`src/rtl/crlf_pkg.sv`:
```
// shared widths, character codes and state type for the crlf line assembler
package crlf_pkg;

	localparam int unsigned BYTE_W     = 8;
	localparam int unsigned LIMIT_W    = 7;
	localparam int unsigned LINE_LEN_W = 6;
	localparam int unsigned OUT_DATA_W = 16;

	localparam logic [BYTE_W-1:0]  CHAR_CR = 8'h0D;
	localparam logic [BYTE_W-1:0]  CHAR_LF = 8'h0A;
	localparam logic [LIMIT_W-1:0] LIMIT_RESET = 7'd64;
	localparam logic [LIMIT_W-1:0] LIMIT_MIN   = 7'd2;

	typedef enum logic [2:0] {
		ST_IDLE = 3'b001,
		ST_READ = 3'b010,
		ST_LOAD = 3'b100
	} asm_state_t;

endpackage

```
`src/rtl/crlf_line_assembler_core.sv`:
```
// crlf line assembler: gathers received bytes into lines and streams them out
//
// Input stream s_*: one received byte per request in s_tdata[7:0]. CR or LF
// ends a line; a terminator on an empty line is ignored. A data byte that
// arrives when the line store holds LINE_CAPACITY - 1 bytes clears the line
// and is dropped.
// Output stream m_*: one line byte per request, m_tlast on the final byte,
// the line length (after truncation to out_limit - 1) on every byte.
// Config channel cfg_*: writes out_limit (reset value 64); always ready.
// Flow: a data byte is written to the line store as it is accepted. A
// terminator starts a readout of the line store: for each byte the READ
// state reads the memory and the LOAD state loads the output register once
// that register is free, so a receiver stall holds the readout; s_tready
// stays low while the readout runs. The final byte may still wait in the
// output register while the next input is taken.
// Reset: the line is empty and no output is pending; the line store itself
// holds no reset value. A stalled receiver holds the output register and the
// readout waits behind it.
module crlf_line_assembler_core
	import crlf_pkg::*;
#(
	parameter int unsigned LINE_CAPACITY = 64
) (
	input  logic                  clk,
	input  logic                  arst_n,
	input  logic                  s_tvalid,
	output logic                  s_tready,
	input  logic [BYTE_W-1:0]     s_tdata,   // [7:0] rx_byte
	output logic                  m_tvalid,
	input  logic                  m_tready,
	output logic [OUT_DATA_W-1:0] m_tdata,   // [7:0] line_byte, [13:8] line_length
	output logic                  m_tlast,
	input  logic                  cfg_valid,
	output logic                  cfg_ready,
	input  logic [LIMIT_W-1:0]    cfg_data
);

	localparam int unsigned DEPTH  = LINE_CAPACITY - 1;
	localparam int unsigned CNT_W  = $clog2(LINE_CAPACITY);
	localparam int unsigned ADDR_W = (DEPTH > 1) ? $clog2(DEPTH) : 1;

	asm_state_t            state_q;
	logic [CNT_W-1:0]      fill_q;
	logic [CNT_W-1:0]      len_q;
	logic [CNT_W-1:0]      rd_idx_q;
	logic [LIMIT_W-1:0]    out_limit_q;
	logic [BYTE_W-1:0]     mem [DEPTH];
	logic [BYTE_W-1:0]     rdata_q;
	logic                  out_valid_q;
	logic [BYTE_W-1:0]     out_byte_q;
	logic                  out_last_q;
	logic [CNT_W-1:0]      out_len_q;

	logic                  in_acc;
	logic                  is_term;
	logic                  full;
	logic                  wr_en;
	logic                  out_free;
	logic                  rd_last;
	logic [LIMIT_W-1:0]    fill_ext;
	logic [LIMIT_W-1:0]    limit;
	logic [LIMIT_W-1:0]    len_full;
	logic [CNT_W-1:0]      len_new;
	logic [LINE_LEN_W-1:0] out_len_ext;

	assign s_tready  = (state_q == ST_IDLE);
	assign cfg_ready = 1'b1;
	assign in_acc    = s_tvalid && s_tready;
	assign is_term   = (s_tdata == CHAR_CR) || (s_tdata == CHAR_LF);
	assign full      = (fill_q == CNT_W'(DEPTH));
	assign wr_en     = in_acc && !is_term && !full;
	assign out_free  = !out_valid_q || m_tready;
	assign rd_last   = (rd_idx_q == len_q - CNT_W'(1));

	// truncated line length at a terminator
	assign fill_ext = LIMIT_W'(fill_q);
	assign limit    = (out_limit_q < LIMIT_MIN) ? LIMIT_MIN : out_limit_q;
	assign len_full = (fill_ext >= limit) ? (limit - LIMIT_W'(1)) : fill_ext;
	assign len_new  = len_full[CNT_W-1:0];

	// line store, one write port and one registered read port
	always_ff @(posedge clk) begin
		if (wr_en) begin
			mem[fill_q[ADDR_W-1:0]] <= s_tdata;
		end
		rdata_q <= mem[rd_idx_q[ADDR_W-1:0]];
	end

	// configuration register
	always_ff @(posedge clk or negedge arst_n) begin
		if (!arst_n) begin
			out_limit_q <= LIMIT_RESET;
		end else if (cfg_valid && cfg_ready) begin
			out_limit_q <= cfg_data;
		end
	end

	// fill count, readout sequencer
	always_ff @(posedge clk or negedge arst_n) begin
		if (!arst_n) begin
			state_q  <= ST_IDLE;
			fill_q   <= '0;
			len_q    <= '0;
			rd_idx_q <= '0;
		end else begin
			case (state_q)
				ST_IDLE: begin
					if (in_acc) begin
						if (is_term) begin
							if (fill_q != '0) begin
								len_q    <= len_new;
								rd_idx_q <= '0;
								fill_q   <= '0;
								state_q  <= ST_READ;
							end
						end else if (full) begin
							fill_q <= '0;
						end else begin
							fill_q <= fill_q + CNT_W'(1);
						end
					end
				end
				ST_READ: begin
					state_q <= ST_LOAD;
				end
				ST_LOAD: begin
					if (out_free) begin
						if (rd_last) begin
							state_q <= ST_IDLE;
						end else begin
							rd_idx_q <= rd_idx_q + CNT_W'(1);
							state_q  <= ST_READ;
						end
					end
				end
				default: begin
					state_q <= ST_IDLE;
				end
			endcase
		end
	end

	// output register valid
	always_ff @(posedge clk or negedge arst_n) begin
		if (!arst_n) begin
			out_valid_q <= 1'b0;
		end else if (state_q == ST_LOAD && out_free) begin
			out_valid_q <= 1'b1;
		end else if (m_tready) begin
			out_valid_q <= 1'b0;
		end
	end

	// output register payload
	always_ff @(posedge clk) begin
		if (state_q == ST_LOAD && out_free) begin
			out_byte_q <= rdata_q;
			out_last_q <= rd_last;
			out_len_q  <= len_q;
		end
	end

	assign out_len_ext = LINE_LEN_W'(out_len_q);
	assign m_tvalid    = out_valid_q;
	assign m_tlast     = out_last_q;
	assign m_tdata     = {{(OUT_DATA_W - BYTE_W - LINE_LEN_W){1'b0}}, out_len_ext, out_byte_q};

endmodule

```
`config.mk`:
```
export PLATFORM = sky130hd
export DESIGN_NAME = crlf_line_assembler_core
export DESIGN_NICKNAME = d
export VERILOG_FILES = /design/src/rtl/crlf_pkg.sv /design/src/rtl/crlf_line_assembler_core.sv
export SDC_FILE = /design/constraint.sdc
export NUM_CORES = 1
export LEC_CHECK = 0
export BUFFER_PORTS_ARGS = -buffer_cell sky130_fd_sc_hd__buf_2
export CAP_MARGIN = 20
export CORE_ASPECT_RATIO = 2
export CORE_MARGIN = 5
export CORE_UTILIZATION = 60
export DETAILED_ROUTE_END_ITERATION = 10
export GPL_TIMING_DRIVEN = 1
export PLACE_DENSITY = 0.77
export SLEW_MARGIN = 20
export SYNTH_ARGS = -nofsm -noshare
export SYNTH_HDL_FRONTEND = slang
export SYNTH_SLANG_ARGS = --single-unit
```
`constraint.sdc`:
```
create_clock -name clk -period 4 [get_ports clk]
set_input_delay 1 -clock clk [delete_from_list [all_inputs] [get_ports clk]]
set_output_delay 1 -clock clk [all_outputs]
set_load 0.05 [all_outputs]
```
==> summary.md <==
| Metric | Value |
|---|---|
| Met2 Track Usage GR | `45.1%` |
| Setup TNS | `0 ns` |
| Synth cell types | `54` |
| Root buffer cell | `clkbuf_16` |
| CP Launch Type | `primary input` |
| VDD IR max | `0.000485 V` |
| Hold_ws | `0.406 ns` |
| Leakage | `7.88 nW` |
| DR iter-0 viols | `1,336` |
| Run status | `completed` |
| Layout cells sized above 1 | `23.1%` |
| Max incr delay on CP | `~0.73 ns` |
| GR Layer Usage met3 | `3.00%` |
| DRT Wirelength | `52.4 mm` |
| R2R setup slack | `0.77 ns` |
| Worst path bufs/invs | `1` |
| GR Util All Layers | `roughly 26%` |
| Global route hottest layer | `met2` |
| Crit path capture type | `flop` |
| Global route overflow | `0` |
| Highest clock rate | `302 MHz` |
| Longest Clk Path Bufs | `3` |
| Crit path DAT | `3.48 ns` |
| Full die area | `about 41,000 um2` |
| # Max-Cap Violations | `0` |
| CP required | `between 4 and 5 ns` |
| Vias in the first global route | `about 12k` |
| Post-DP Area | `22,800 um2` |
| CTS resizes | `0` |
| Initial Util | `between 60 and 70%` |
| Hold Buf Count CTS | `0` |
| Std-Cell Rows | `just under 100` |
| Worst-Skew Late Latency | `0.57 ns` |
| Slew @ Worst Pin | `0.895 ns` |
| Die Width | `between 100 and 150 um` |
| Dpl ws | `0.154 ns` |
| Mapped Area | `between 20,000 and 25,000 um2` |
| Slew headroom | `40.2%` |
| P_sw | `3.03 mW` |
| Core ar. | `36,400 um2` |
| Commonest non-fill, non-tap cell in the layout | `edfxtp_1` |
| Port bufs | `36` |
| First-pass GRT wire length | `approximately 80 mm` |
| TritonCTS buffer count | `44` |
| Hold Path Origin | `rdata_q[0]` |
| Antenna cells | `0` |
| Worst Reg-to-Reg Cells | `7` |
| Logic pwr share | `10.4%` |
| Design area | `approximately 24,000 um2` |
| Post-DP HPWL | `33.4 mm` |
| Largest net degree at the start of global routing | `64` |
| Post-Synthesis Cells | `1,161` |
| Post-synth EDFFs | `519` |
| Top_reg_cell synth | `edfxtp_1` |
| R2R Path Start | `rd_idx_q[0]` |
| Final WS setup | `0.693 ns` |
| DR vias | `11.5k` |
| Initial antenna violation count | `0` |
| Cell family with most CP delay | `simple AND/OR/NAND/NOR gates` |
| Hold Path End | `out_byte_q[0]` |
| Synth Area per Inst | `19.0 um2` |
| DRT Pass-1 Iters | `6` |
| Worst-path clk slew | `0.07 ns` |
| Yosys reg bits | `556` |
| # IOs | `40` |
| Tmin final | `3.31 ns` |
| Max Transition Viols Final | `0` |
| Ys async rst share | `under 10%` |
| Final ANT Viol Nets | `0` |
| Post-CTS setup buffer count | `0` |
| CTS tree | `built` |
| Gpl congestion | `0.847` |
| PwrDens | `510 nW/um2` |
| R2r endpoint | `rdata_q[2]` |
| Most frequent cells in the layout | `edfxtp_1, mux4_2, nor2_1, nand2_1, clkbuf_16` |
| Global Route met1 Usage | `between 30% and 40%` |
| RSZ-0062 raised after global routing | `no` |
| Crit-path max FO | `8` |
| Worst Hold Depth | `0` |
| Slowest cell on crit path | `nor2_1` |
| Final setup violation count | `0` |
| Register area share after synthesis | `between 70% and 80%` |
| Clock share of power | `35.5%` |
| Sw Ratio | `about 24%` |
| Dpl cells | `1,628` |
| Vias per cell | `roughly 6.8` |
| Fin cells | `approximately 1.7k` |
| CTS sink count | `556` |
| Final net count | `1,251` |
| Most used cell, CP | `nor2_1` |
| Critical setup path kind | `primary input to flop` |
| Area delta synth->final | `10.1%` |
| Internal | `9.38 mW` |
| Hold crit path type | `flop to flop` |
| Final period util | `82.7%` |
| CP Cell Sequence | `buf_2 > and3b_1 > o211a_1 > nand2b_1 > nor2_1 > nand2_1 > nor2_1` |
| Final hold vios | `0` |
| Setup Skew | `0.0263 ns` |
| Seq pwr share | `54.1%` |
| CTS HTree Levels | `2` |
| Synth Warn # | `0` |
| Die Y | `approximately 280 um` |
| DRC | `0` |
| WL/cell | `30.7 um` |
-- stage by stage --
step	total power, mW	utilization [%]
after floorplan	7.50	-
after global placement	8.06	62.7
after detailed placement	8.09	62.7
after CTS	12.4	66.7
after global routing	12.8	66.8
final	12.4	66.8
-- cells by family after synthesis --
family                   share of synthesized area (%)
XOR/XNOR                                         0.397
other                                           0.0340
AO/OA/AOI/OAI                                     3.16
adder cells (fa/ha/maj)                          0.623
AND/OR/NAND/NOR                                   4.62
multiplexers                                      14.8
buffers and inverters                             1.81
flip-flops                                        74.6
-- final cells by class --
type                       count  area, um2
sequential                   556      16500
fill                        2268      12100
timing repair buffer          77        526
tap                          454        568
inverter                      16       60.1
clock buffer                  60       1290
clock inverter                20        169
multi-input combinational    525       5220
-- worst max path at each step --
stage	cells past startpoint	slack [ns]	to	startpoint
final	7	0.69	mem[3][2]	s_tdata[1]
after global routing	7	0.57	mem[3][1]	s_tdata[1]
after CTS	7	0.69	mem[3][2]	s_tdata[1]
after detailed placement	7	0.15	mem[52][2]	s_tdata[1]
after global placement	7	0.18	mem[53][4]	s_tdata[1]
after floorplan	6	0.57	mem[52][0]	state_q[0]
-- power by group through the flow --
stage          clock network [mW]  logic, mW  registers (mW)
2_1_floorplan                   0      0.789            6.71
3_3_place_gp                    0       1.24            6.83
3_5_place_dp                    0       1.26            6.83
4_1_cts                      4.44       1.27            6.71
5_1_grt                      4.68       1.35            6.73
6_report                     4.40       1.29            6.71
-- flip-flops by register name (all words and copies together) (netlist names) --
| register | cells |
|---|---|
| fill_q | 6 |
| len_q | 6 |
| m_tlast | 1 |
| m_tvalid | 1 |
| mem | 504 |
| out_byte_q | 8 |
| out_len_ext | 6 |
| out_limit_q | 7 |
| rd_idx_q | 6 |
| rdata_q | 8 |
| state_q | 3 |
-- per-layer routing --
layer | up-vias | wire [um]
met2 | 713 | 27500
li1 | 4779 | -
met3 | 193 | 3900
met5 | - | 0
met4 | 0 | 3830
met1 | 5862 | 17200
-- Yosys cell counts (all sizes together) (11+ instances only) --
master | n | area share, %
edfxtp | 519 | 71
mux4 | 127 | 13
nor2 | 91 | 1.5
nand2 | 72 | 1.2
buf | 41 | 1.1
mux2i | 32 | 1.5
o21ai | 28 | 0.63
dfrtp | 27 | 3.1
clkbuf | 24 | 0.41
nand3 | 17 | 0.39
a21oi | 16 | 0.36
inv | 15 | 0.25
and3 | 13 | 0.37
a211oi | 11 | 0.37
ha | 11 | 0.62
-- worst reg2reg max path, cell delays in order (launching register included) --
cell      delay [ns]
dfrtp_4         0.96
buf_4           0.34
buf_4           0.21
mux4_2          0.54
nand2_1         0.10
a311oi_1        0.09
a211oi_1        0.62
a31oi_1         0.19
Note: power is estimated with default switching activity, not from simulation.
